==> config.mk <==
export PLATFORM = sky130hd
export DESIGN_NAME = fraction_reducer_top
export DESIGN_NICKNAME = d
export VERILOG_FILES = /design/src/hw/rtl/fr_pkg.sv /design/src/hw/rtl/fr_div.sv /design/src/hw/rtl/fraction_reducer_top.sv
export VERILOG_INCLUDE_DIRS = /design/src /design/src/hw/rtl
export SDC_FILE = /design/constraint.sdc
export NUM_CORES = 1
export LEC_CHECK = 0
export ABC_AREA = 1
export BUFFER_PORTS_ARGS = -buffer_cell sky130_fd_sc_hd__buf_2
export CAP_MARGIN = 10
export CORE_MARGIN = 1.5
export CORE_UTILIZATION = 29
export DETAILED_ROUTE_END_ITERATION = 16
export SETUP_SLACK_MARGIN = 0.2
export SKIP_CTS_REPAIR_TIMING = 1
export SLEW_MARGIN = 20
export SYNTH_ARGS = -nofsm -noshare
export SYNTH_HDL_FRONTEND = slang
export SYNTH_SLANG_ARGS = --single-unit
==> constraint.sdc <==
create_clock -name clk_i -period 8.6 [get_ports clk_i]
set_input_delay 1.29 -clock clk_i [delete_from_list [all_inputs] [get_ports clk_i]]
set_output_delay 1.29 -clock clk_i [all_outputs]
set_load 0.1 [all_outputs]
==> src/hw/rtl/fraction_reducer_top_macros.svh <==
// assertion macros for the fraction reducer
`ifndef FRACTION_REDUCER_TOP_MACROS_SVH
`define FRACTION_REDUCER_TOP_MACROS_SVH

// same-cycle implication, disabled while reset is active
`define FR_ASSERT_IMP(label, clk, rst_n, ante, cons) \
  label: assert property (@(posedge clk) disable iff (!rst_n) (ante) |-> (cons)) \
    else $error("assertion failed: label");

// next-cycle implication, disabled while reset is active
`define FR_ASSERT_NXT(label, clk, rst_n, ante, cons) \
  label: assert property (@(posedge clk) disable iff (!rst_n) (ante) |=> (cons)) \
    else $error("assertion failed: label");

`endif

==> src/hw/rtl/fr_pkg.sv <==
// shared types for the fraction reducer
package fr_pkg;

  typedef enum logic [2:0] {
    ST_IDLE,
    ST_GCD_CHK,
    ST_GCD_WAIT,
    ST_NDIV_WAIT,
    ST_DDIV_WAIT
  } fr_state_e;

  typedef struct packed {
    logic busy;
    logic done;
  } fr_div_stat_t;

endpackage

==> src/hw/rtl/fr_div.sv <==
// shared restoring divider, one quotient bit per cycle
module fr_div #(
  parameter int WIDTH = 32
) (
  input  logic               clk_i,
  input  logic               rst_ni,
  input  logic               start_i,
  input  logic [WIDTH-1:0]   dividend_i,
  input  logic [WIDTH-1:0]   divisor_i,
  output logic [WIDTH-1:0]   quo_o,
  output logic [WIDTH-1:0]   rem_o,
  output fr_pkg::fr_div_stat_t stat_o
);

  localparam int CW = $clog2(WIDTH);

  logic [CW-1:0]    cnt_q, cnt_d;
  logic             busy_q, busy_d;
  logic             done_q, done_d;
  logic [WIDTH-1:0] quo_q, quo_d;
  logic [WIDTH-1:0] rem_q, rem_d;
  logic [WIDTH-1:0] dvs_q, dvs_d;
  logic [WIDTH:0]   rem_sh;
  logic [WIDTH+1:0] diff;

  assign rem_sh = {rem_q, quo_q[WIDTH-1]};
  assign diff   = {1'b0, rem_sh} - {2'b00, dvs_q};

  always_comb begin
    cnt_d  = cnt_q;
    busy_d = busy_q;
    done_d = 1'b0;
    quo_d  = quo_q;
    rem_d  = rem_q;
    dvs_d  = dvs_q;
    if (busy_q) begin
      if (diff[WIDTH+1]) begin
        rem_d = rem_sh[WIDTH-1:0];
        quo_d = {quo_q[WIDTH-2:0], 1'b0};
      end else begin
        rem_d = diff[WIDTH-1:0];
        quo_d = {quo_q[WIDTH-2:0], 1'b1};
      end
      cnt_d = cnt_q + CW'(1);
      if (cnt_q == CW'(WIDTH - 1)) begin
        busy_d = 1'b0;
        done_d = 1'b1;
      end
    end else if (start_i) begin
      busy_d = 1'b1;
      cnt_d  = '0;
      quo_d  = dividend_i;
      rem_d  = '0;
      dvs_d  = divisor_i;
    end
  end

  always_ff @(posedge clk_i or negedge rst_ni) begin
    if (!rst_ni) begin
      busy_q <= 1'b0;
      done_q <= 1'b0;
      cnt_q  <= '0;
    end else begin
      busy_q <= busy_d;
      done_q <= done_d;
      cnt_q  <= cnt_d;
    end
  end

  always_ff @(posedge clk_i) begin
    quo_q <= quo_d;
    rem_q <= rem_d;
    dvs_q <= dvs_d;
  end

  assign quo_o       = quo_q;
  assign rem_o       = rem_q;
  assign stat_o.busy = busy_q;
  assign stat_o.done = done_q;

endmodule

==> src/hw/rtl/fraction_reducer_top.sv <==
// fraction reducer top level: sequencer around a shared divider
//
// Reduces one signed fraction num_i/den_i to lowest terms.
// A request is taken at a rising edge with start high and busy low; busy then
// stays high until the result is out unless den_i is zero. The result appears
// on num_o, den_o and bad_denominator_o, marked by valid_o, which is high for
// exactly one cycle; the receiver cannot stall and must take it in that cycle.
// Work runs on one restoring divider that yields one quotient bit per cycle
// while busy, and it reports done in the cycle after its last quotient bit.
// The gcd uses k Euclid remainder steps (k is at most about 1.44*WIDTH, often
// far fewer), each a check state and a division of x by y; after a final
// check the numerator and the denominator are divided by the gcd back to
// back. A zero denominator is reported in the cycle right after the request
// edge, with zero outputs and bad_denominator_o high.
// The next request can be given in the cycle valid_o is high.
// Reset clears the sequencer and the divider; no request is pending after it.
module fraction_reducer_top #(
  parameter int WIDTH = 32
) (
  input  logic                    clk_i,
  input  logic                    rst_ni,
  input  logic                    start,
  output logic                    busy,
  input  logic signed [WIDTH-1:0] num_i,
  input  logic signed [WIDTH-1:0] den_i,
  output logic                    valid_o,
  output logic signed [WIDTH-1:0] num_o,
  output logic        [WIDTH-2:0] den_o,
  output logic                    bad_denominator_o
);

  fr_pkg::fr_state_e state_q, state_d;

  logic [WIDTH-1:0] nm_q, nm_d, dm_q, dm_d;
  logic [WIDTH-1:0] x_q, x_d, y_q, y_d, rn_q, rn_d;
  logic             nneg_q, nneg_d, dneg_q, dneg_d;
  logic             valid_q, valid_d;
  logic [WIDTH-1:0] num_q, num_d;
  logic [WIDTH-2:0] den_q, den_d;
  logic             bad_q, bad_d;

  logic             div_start;
  logic [WIDTH-1:0] div_a, div_b, div_quo, div_rem;
  fr_pkg::fr_div_stat_t div_stat;

  logic             in_nneg, in_dneg;
  logic [WIDTH-1:0] in_nm, in_dm;
  logic             accept;
  logic [WIDTH-2:0] rd_sat;

  assign accept  = start && !busy;
  assign in_nneg = num_i[WIDTH-1];
  assign in_dneg = den_i[WIDTH-1];
  assign in_nm   = in_nneg ? (~num_i + WIDTH'(1)) : num_i;
  assign in_dm   = in_dneg ? (~den_i + WIDTH'(1)) : den_i;

  fr_div #(
    .WIDTH(WIDTH)
  ) u_div (
    .clk_i      (clk_i),
    .rst_ni     (rst_ni),
    .start_i    (div_start),
    .dividend_i (div_a),
    .divisor_i  (div_b),
    .quo_o      (div_quo),
    .rem_o      (div_rem),
    .stat_o     (div_stat)
  );

  // next state
  always_comb begin
    state_d = state_q;
    unique case (state_q)
      fr_pkg::ST_IDLE: begin
        if (accept && (in_dm != '0)) state_d = fr_pkg::ST_GCD_CHK;
      end
      fr_pkg::ST_GCD_CHK: begin
        if (y_q == '0) state_d = fr_pkg::ST_NDIV_WAIT;
        else           state_d = fr_pkg::ST_GCD_WAIT;
      end
      fr_pkg::ST_GCD_WAIT: begin
        if (div_stat.done) state_d = fr_pkg::ST_GCD_CHK;
      end
      fr_pkg::ST_NDIV_WAIT: begin
        if (div_stat.done) state_d = fr_pkg::ST_DDIV_WAIT;
      end
      fr_pkg::ST_DDIV_WAIT: begin
        if (div_stat.done) state_d = fr_pkg::ST_IDLE;
      end
      default: state_d = fr_pkg::ST_IDLE;
    endcase
  end

  // saturated reduced denominator from the last division
  assign rd_sat = div_quo[WIDTH-1] ? {(WIDTH-1){1'b1}} : div_quo[WIDTH-2:0];

  // datapath and outputs
  always_comb begin
    nm_d      = nm_q;
    dm_d      = dm_q;
    x_d       = x_q;
    y_d       = y_q;
    rn_d      = rn_q;
    nneg_d    = nneg_q;
    dneg_d    = dneg_q;
    valid_d   = 1'b0;
    num_d     = num_q;
    den_d     = den_q;
    bad_d     = bad_q;
    div_start = 1'b0;
    div_a     = x_q;
    div_b     = y_q;
    unique case (state_q)
      fr_pkg::ST_IDLE: begin
        if (accept) begin
          nm_d   = in_nm;
          dm_d   = in_dm;
          x_d    = in_nm;
          y_d    = in_dm;
          nneg_d = in_nneg;
          dneg_d = in_dneg;
          if (in_dm == '0) begin
            valid_d = 1'b1;
            num_d   = '0;
            den_d   = '0;
            bad_d   = 1'b1;
          end
        end
      end
      fr_pkg::ST_GCD_CHK: begin
        div_start = 1'b1;
        if (y_q == '0) begin
          div_a = nm_q;
          div_b = x_q;
        end
      end
      fr_pkg::ST_GCD_WAIT: begin
        if (div_stat.done) begin
          x_d = y_q;
          y_d = div_rem;
        end
      end
      fr_pkg::ST_NDIV_WAIT: begin
        div_a = dm_q;
        div_b = x_q;
        if (div_stat.done) begin
          rn_d      = div_quo;
          div_start = 1'b1;
        end
      end
      fr_pkg::ST_DDIV_WAIT: begin
        if (div_stat.done) begin
          valid_d = 1'b1;
          bad_d   = 1'b0;
          if (rn_q == '0) begin
            num_d = '0;
            den_d = (WIDTH-1)'(1);
          end else begin
            den_d = rd_sat;
            if (nneg_q != dneg_q) num_d = ~rn_q + WIDTH'(1);
            else if (rn_q[WIDTH-1]) num_d = {1'b0, {(WIDTH-1){1'b1}}};
            else num_d = rn_q;
          end
        end
      end
      default: begin
        div_start = 1'b0;
      end
    endcase
  end

  always_ff @(posedge clk_i or negedge rst_ni) begin
    if (!rst_ni) begin
      state_q <= fr_pkg::ST_IDLE;
      valid_q <= 1'b0;
    end else begin
      state_q <= state_d;
      valid_q <= valid_d;
    end
  end

  always_ff @(posedge clk_i) begin
    nm_q   <= nm_d;
    dm_q   <= dm_d;
    x_q    <= x_d;
    y_q    <= y_d;
    rn_q   <= rn_d;
    nneg_q <= nneg_d;
    dneg_q <= dneg_d;
    num_q  <= num_d;
    den_q  <= den_d;
    bad_q  <= bad_d;
  end

  assign busy              = (state_q != fr_pkg::ST_IDLE);
  assign valid_o           = valid_q;
  assign num_o             = num_q;
  assign den_o             = den_q;
  assign bad_denominator_o = bad_q;

`include "fraction_reducer_top_macros.svh"

  `FR_ASSERT_IMP(a_bad_zero, clk_i, rst_ni, valid_o && bad_denominator_o, (num_o == '0) && (den_o == '0))
  `FR_ASSERT_IMP(a_den_nonzero, clk_i, rst_ni, valid_o && !bad_denominator_o, den_o != '0)
  `FR_ASSERT_IMP(a_zero_num, clk_i, rst_ni, valid_o && !bad_denominator_o && (num_o == '0), den_o == (WIDTH-1)'(1))
  `FR_ASSERT_NXT(a_req_busy, clk_i, rst_ni, start && !busy && (den_i != '0), busy && !valid_o)

endmodule
; ---- After elaboration in Yosys (flattened, before gate mapping)
; Cells that the tools add are included.
; Widths: inputs -> output; s select.
[totals]
regBits = 333
latchBits = 0
mem_bits_rw = 0
mem_bits_ro = 0
inputBits = 67
out_inout_bits = 66
wordCells = 110
mem_count = 0
[classes]
n_addsub = 5
n_mul = 0
div_mod_pow = 0
magnitude_cmp = 0
eq_ne = 12
shift = 0
muxes = 53
bitwise = 4
n_reduce_logical = 18
[op_table]
columns = op, count
row1 = $mux 32, 18
row2 = $pmux 32 s2, 5
row3 = $mux 31, 6
row4 = $logic_not 32->1, 3
row5 = $not 32->32, 3
row6 = $add 32x2->32 const B, 2
row7 = $pmux 31 s2, 1
row8 = $sub 33x32->34, 1
row9 = $add 32x1->32 const B, 1
row10 = $reduce_bool 32->1, 1
row11 = $pmux 3 s5, 1
row12 = $mux 1, 13
row13 = $mux 3, 4
row14 = $mux 5, 2
row15 = $reduce_and 4->1, 2
row16 = $eq 3x2->1 const B, 2
row17 = $ne 2x1->1 const B, 3
row18 = $ne 2x2->1 const B, 3
row19 = $pmux 1 s2, 3
row20 = $reduce_and 2->1, 3
row21 = $reduce_bool 2->1, 3
row22 = $add 5x1->5 const B, 1
row23 = $eq 5x5->1 const B, 1
row24 = $eq 3x1->1 const B, 1
row25 = other kinds (8), 9

; ---- Depth between registers and ports, before layout
[depth]
ltp_word = 7
mapped_depth = 21
ltp_nobuf = 18

; ---- By module
; A second synthesis with hierarchy kept.
[hier_totals]
hier_cells = 2327
area_unflattened_um2 = 19149.6
[modules_own_cells]
columns = mod, n_inst, cells_per_inst, area_each_um2, seq_area_each_um2
row1 = fraction_reducer_top, 1, 1376, 12152.9, 6886.6
row2 = fr_div, 1, 951, 6996.7, 3057.9

; ---- Least setup slack after synthesis
; No wires, ideal clock.
[synth_timing]
path_kind = register -> register
start = reg state_q[2]
end = reg x_q[0], enable pin
setup_ns = 0.574
arrival_ns = 5.891
required_time_ns = 8.026
slack_ns = 2.135
stages_incl_launch_ff = 8
n_path_buf = 2
period_less_slack_ns = 6.465
path_cell_list = dfrtp_1 nor2_1 inv_1 nor2_1 inv_1 clkbuf_1 clkbuf_1 o21ai_0
[synth_between]
elab_chain_len = 5
word_cells_on_any_way = 9
classes_between = eq/ne (3) / reduce/logical (6)
[synth_rtl]
columns = item, line_no
row1 = start: declaration, fraction_reducer_top.sv:32  ; fr_pkg::fr_state_e state_q, state_d;
row2 = start signal: assignment, fraction_reducer_top.sv:174  ; state_q <= fr_pkg::ST_IDLE;
row3 = start signal: assignment, fraction_reducer_top.sv:177  ; state_q <= state_d;
row4 = $reduce_bool 3->1, fraction_reducer_top.sv:195  ; assign busy = (state_q != fr_pkg::ST_IDLE);
row5 = $logic_not 1->1, fraction_reducer_top.sv:51  ; assign accept = start && !busy;
row6 = $logic_and 1x1->1, fraction_reducer_top.sv:51
row7 = $ne 2x2->1 (no source line), -
row8 = $reduce_and 3->1 (no source line) (*), -
row9 = end signal: assignment, fraction_reducer_top.sv:185  ; x_q <= x_d;
row10 = end: declaration, fraction_reducer_top.sv:35  ; logic [WIDTH-1:0] x_q, x_d, y_q, y_d, rn_q, rn_d;
; Mark *: on every way between the ends. The rest lies on a longest branch, timed or not.
; A chain may end at the register's enable or synchronous reset.

; ---- Worst setup path after layout
[layout_timing]
start = in den_i[31]
end = reg num_q[1] (netlist: num_o[1]), enable pin
[layout_between]
word_cells_on_any_way = 6
classes_between = add/sub (1) / eq/ne (1) / mux (1) / bitwise (1) / reduce/logical (2)
[layout_rtl]
columns = item, line_no
row1 = start: declaration, fraction_reducer_top.sv:25  ; input logic signed [WIDTH-1:0] den_i,
row2 = $mux 32, fraction_reducer_top.sv:55  ; assign in_dm = in_dneg ? (~den_i + WIDTH'(1)) : den_i;
row3 = named net in_dm[1], fraction_reducer_top.sv:47  ; logic [WIDTH-1:0] in_nm, in_dm;
row4 = $logic_not 32->1, fraction_reducer_top.sv:122  ; if (in_dm == '0) begin
row5 = $ne 2x2->1 (no source line), -
row6 = $reduce_and 4->1 (no source line), -
row7 = end signal: assignment, fraction_reducer_top.sv:190  ; num_q <= num_d;
row8 = end: declaration, fraction_reducer_top.sv:38  ; logic [WIDTH-1:0] num_q, num_d;
; The timed path passes the listed nets, and every way through them passes these cells.

==> impl_metrics.env <==
export IMPL_reg2reg_to="u_div.quo_o[0]$_DFFE_PP_"
export IMPL_cts_sinks=333
export IMPL_fp_row_count=92
export IMPL_yosysWarnings=0
export IMPL_status="completed"
export IMPL_fin_total_pwr_mw=3.41
export IMPL_drive_gt1_share_pct=12.2
export IMPL_synth_area_um2=18300
export IMPL_yosys_area_top_type_share_pct=52.7
export IMPL_hold_class="flop to flop"
export IMPL_ioPinCount=133
export IMPL_avgSynthCellArea_um2=9.00
export IMPL_crit_family="simple AND/OR/NAND/NOR gates"
export IMPL_antenna_found_initial=2
export IMPL_power_density_nw_per_um2=162
export IMPL_gr_usage_met3_pct=3.08
export IMPL_r2r_setup_slack_ns=4.30
export IMPL_synth_edff_count=322
export IMPL_min_from="u_div.quo_o[29]$_DFFE_PP_"
export IMPL_first_pass_iters=6
export IMPL_endpoint_kind="flop"
export IMPL_grt_pass1_vias=14330
export IMPL_seq_power_share_pct=51.6
export IMPL_cts_buffers=36
export IMPL_slew_viol_final=0
export IMPL_crit_path_frequent_cell="nand2_1"
export IMPL_busiest_layer="met2"
export IMPL_port_buffers=132
export IMPL_timing_rr_start="u_div.quo_o[31]$_DFFE_PP_"
export IMPL_p_int_mw=2.68
export IMPL_fmax_mhz=211
export IMPL_h_tree_depth=2
export IMPL_cp_depth=14
export IMPL_yosysSeqAreaShare_pct=54.2
export IMPL_period_minus_slack_ns=4.75
export IMPL_synth_distinct_cells=57
export IMPL_num_vias=15219
export IMPL_die_area_um2=64700
export IMPL_endpoint="num_o[1]$_SDFFCE_PP0P_"
export IMPL_final_common_cell="nand2_1"
export IMPL_critPathLaunchType="primary input"
export IMPL_synthTopCellsByArea="edfxtp_1 53%, nand2_1 9.0%, inv_1 5.7%"
export IMPL_synth_seq_cells=333
export IMPL_grt_usage_pct=18.0
export IMPL_path_class="primary input to flop"
export IMPL_clock_root_buffer="clkbuf_16"
export IMPL_syn_num_nets=2143
export IMPL_p_leak_nw=8.87
export IMPL_clk_pin_slew_ns=0.06
export IMPL_cts_tree="done"
export IMPL_fillers=6438
export IMPL_clkPwrFrac_pct=44.7
export IMPL_clk_latency_ns=0.54
export IMPL_r2r_cells=17
export IMPL_nets=2256
export IMPL_wire_per_inst_um=19.8
export IMPL_synth_top_cell_by_area="edfxtp_1"
export IMPL_max_stage_delay_ns=0.76
export IMPL_fin_util_pct=33.5
export IMPL_start_util_pct=29.2
export IMPL_slowest_stage="a21oi_4"
export IMPL_grt_max_degree=67
export IMPL_finalClockSkew_ns=0.0230
export IMPL_syn2layout_area_growth_pct=14.6
export IMPL_syn_inst=2038
export IMPL_gp_congestion=0.922
export IMPL_met2_usage_pct=28.2
export IMPL_ant_nets=0
export IMPL_drc=0
export IMPL_coreArea_um2=62700
export IMPL_worst_slack_ns=3.85
export IMPL_crit_path_max_fanout=43
export IMPL_timing_slew_headroom_pct=26.0
export IMPL_routed_via_density=5.04
export IMPL_max_cap_violations=0
export IMPL_crit_start="den_i[31]"
export IMPL_grt_met1_usage_pct=25.7
export IMPL_irDropWorstVdd_mv=0.106
export IMPL_fin_hold_ws_ns=0.448
export IMPL_critPathArrivalTime_ns=4.90
export IMPL_crit_chain="buf_2, inv_2, nand2_1, nand2_1, nor2_1, nand2_1, nor3_1, nand3_1, nor2_1, nand2_1, nor2_1, nand3_1, a21oi_4, buf_4"
export IMPL_die_y_um=254
export IMPL_postRouteWirelength_um=59800
export IMPL_setup_viol=0
export IMPL_switching_power_mw=0.735
export IMPL_tns_ns=0
export IMPL_worst_pin_slew_ns=1.11
export IMPL_hold_viol_final=0
export IMPL_cp_num_buf_inv=3
export IMPL_rsz0062_at_grt="no"
export IMPL_post_route_period_util_pct=55.2
export IMPL_cts_path_max_buffers=3
export IMPL_cp_required_ns=8.75
export IMPL_place_ws_ns=3.37
export IMPL_die_x_um=254
export IMPL_layout_common_cells="437 x nand2_1, 322 x edfxtp_1, 274 x inv_1"
export IMPL_postSynth_asyncResetShare_pct=3.30
export IMPL_swShare_pct=21.5
export IMPL_grt_overflow_total=0
export IMPL_drt_iter0_markers=1874
export IMPL_combPwrFrac_pct=3.7
export IMPL_synth_flop_cell="edfxtp_1"
export IMPL_hpwlAfterDp_um=45100
export IMPL_grt_pass1_wl_um=88400
-- power by group through the flow --
stage                     clock (mW)  sequential [mW]  combinational [mW]
final                           1.52             1.76               0.126
after global routing            1.61             1.76               0.138
after CTS                       1.54             1.76               0.124
after detailed placement           0             1.79               0.124
after global placement             0             1.79               0.121
after floorplan                    0             1.79              0.0646
-- worst min path at each step --
stage,end,cells past startpoint
6_report,rn_q[29]$_DFFE_PP_,0
3_5_place_dp,rn_q[29]$_DFFE_PP_,0
5_1_grt,rn_q[27]$_DFFE_PP_,0
4_1_cts,rn_q[29]$_DFFE_PP_,0
3_3_place_gp,rn_q[2]$_DFFE_PP_,0
2_1_floorplan,rn_q[10]$_DFFE_PP_,0
-- metal layers --
metal,routed length [um],part of all wire [%],up-vias
met5,13,0.022,-
met4,1350,2.3,2
met3,5150,8.6,88
met2,26600,44,713
met1,26700,45,7243
li1,-,-,7173
-- sequential cells by signal, indices dropped and copies added (netlist names), 3 cells and up --
signal and count:
rn_q 32, state_q 3, dm_q 32, u_div.quo_o 32, u_div.rem_o 32, y_q 32
u_div.dvs_q 32, x_q 32, den_o 31, nm_q 32, u_div.cnt_q 5, num_o 32
-- stage by stage --
stage / cell area, um^2 / cells
6_report: 21000 / 3022
5_1_grt: 21000 / 3021
4_1_cts: 21000 / 3020
3_5_place_dp: 19900 / 2959
3_3_place_gp: 19900 / 2959
2_1_floorplan: 18300 / 2038
-- cell type report --
| type | instances | area [um^2] | area share (%) |
|---|---|---|---|
| tap | 846 | 1060 | 5.04 |
| clock inverter | 17 | 173 | 0.822 |
| multi-input combinational | 1346 | 7020 | 33.4 |
| sequential | 333 | 9950 | 47.3 |
| inverter | 287 | 1080 | 5.16 |
| antenna | 2 | 5.00 | 0.0238 |
| clock buffer | 44 | 952 | 4.53 |
| timing repair buffer | 147 | 773 | 3.68 |
-- logic make-up after synthesis --
logic type,Yosys count,synth area share [%]
fa+ha+maj,38,2.63
simple gates,832,19.4
buf+inv,359,7.76
mux,1,0.0614
xor+xnor,52,2.48
compound gates,423,13.5
flops,333,54.2
-- synth_stat cells, types with 9 or more instances --
master	number
nand2_1	438
edfxtp_1	322
inv_1	277
nor2_1	202
o21ai_0	162
a21oi_1	137
nand3_1	85
clkbuf_1	48
xor2_1	43
ha_1	37
a221oi_1	32
a22oi_1	30
nand4_1	23
nor3_1	22
a31oi_1	18
buf_2	16
nor4_1	12
dfrtp_1	11
or2_2	10
xnor2_1	9
-- worst reg2reg max path: cells and delay by family (launching register included) --
kind,cells,cell delay (ns)
AND/OR/NAND/NOR,11,1.88
AO/OA/AOI/OAI,2,0.31
buffers and inverters,3,0.93
adder cells (fa/ha/maj),1,0.35
flip-flops,1,0.50
Power figures use the tool's default switching activity.
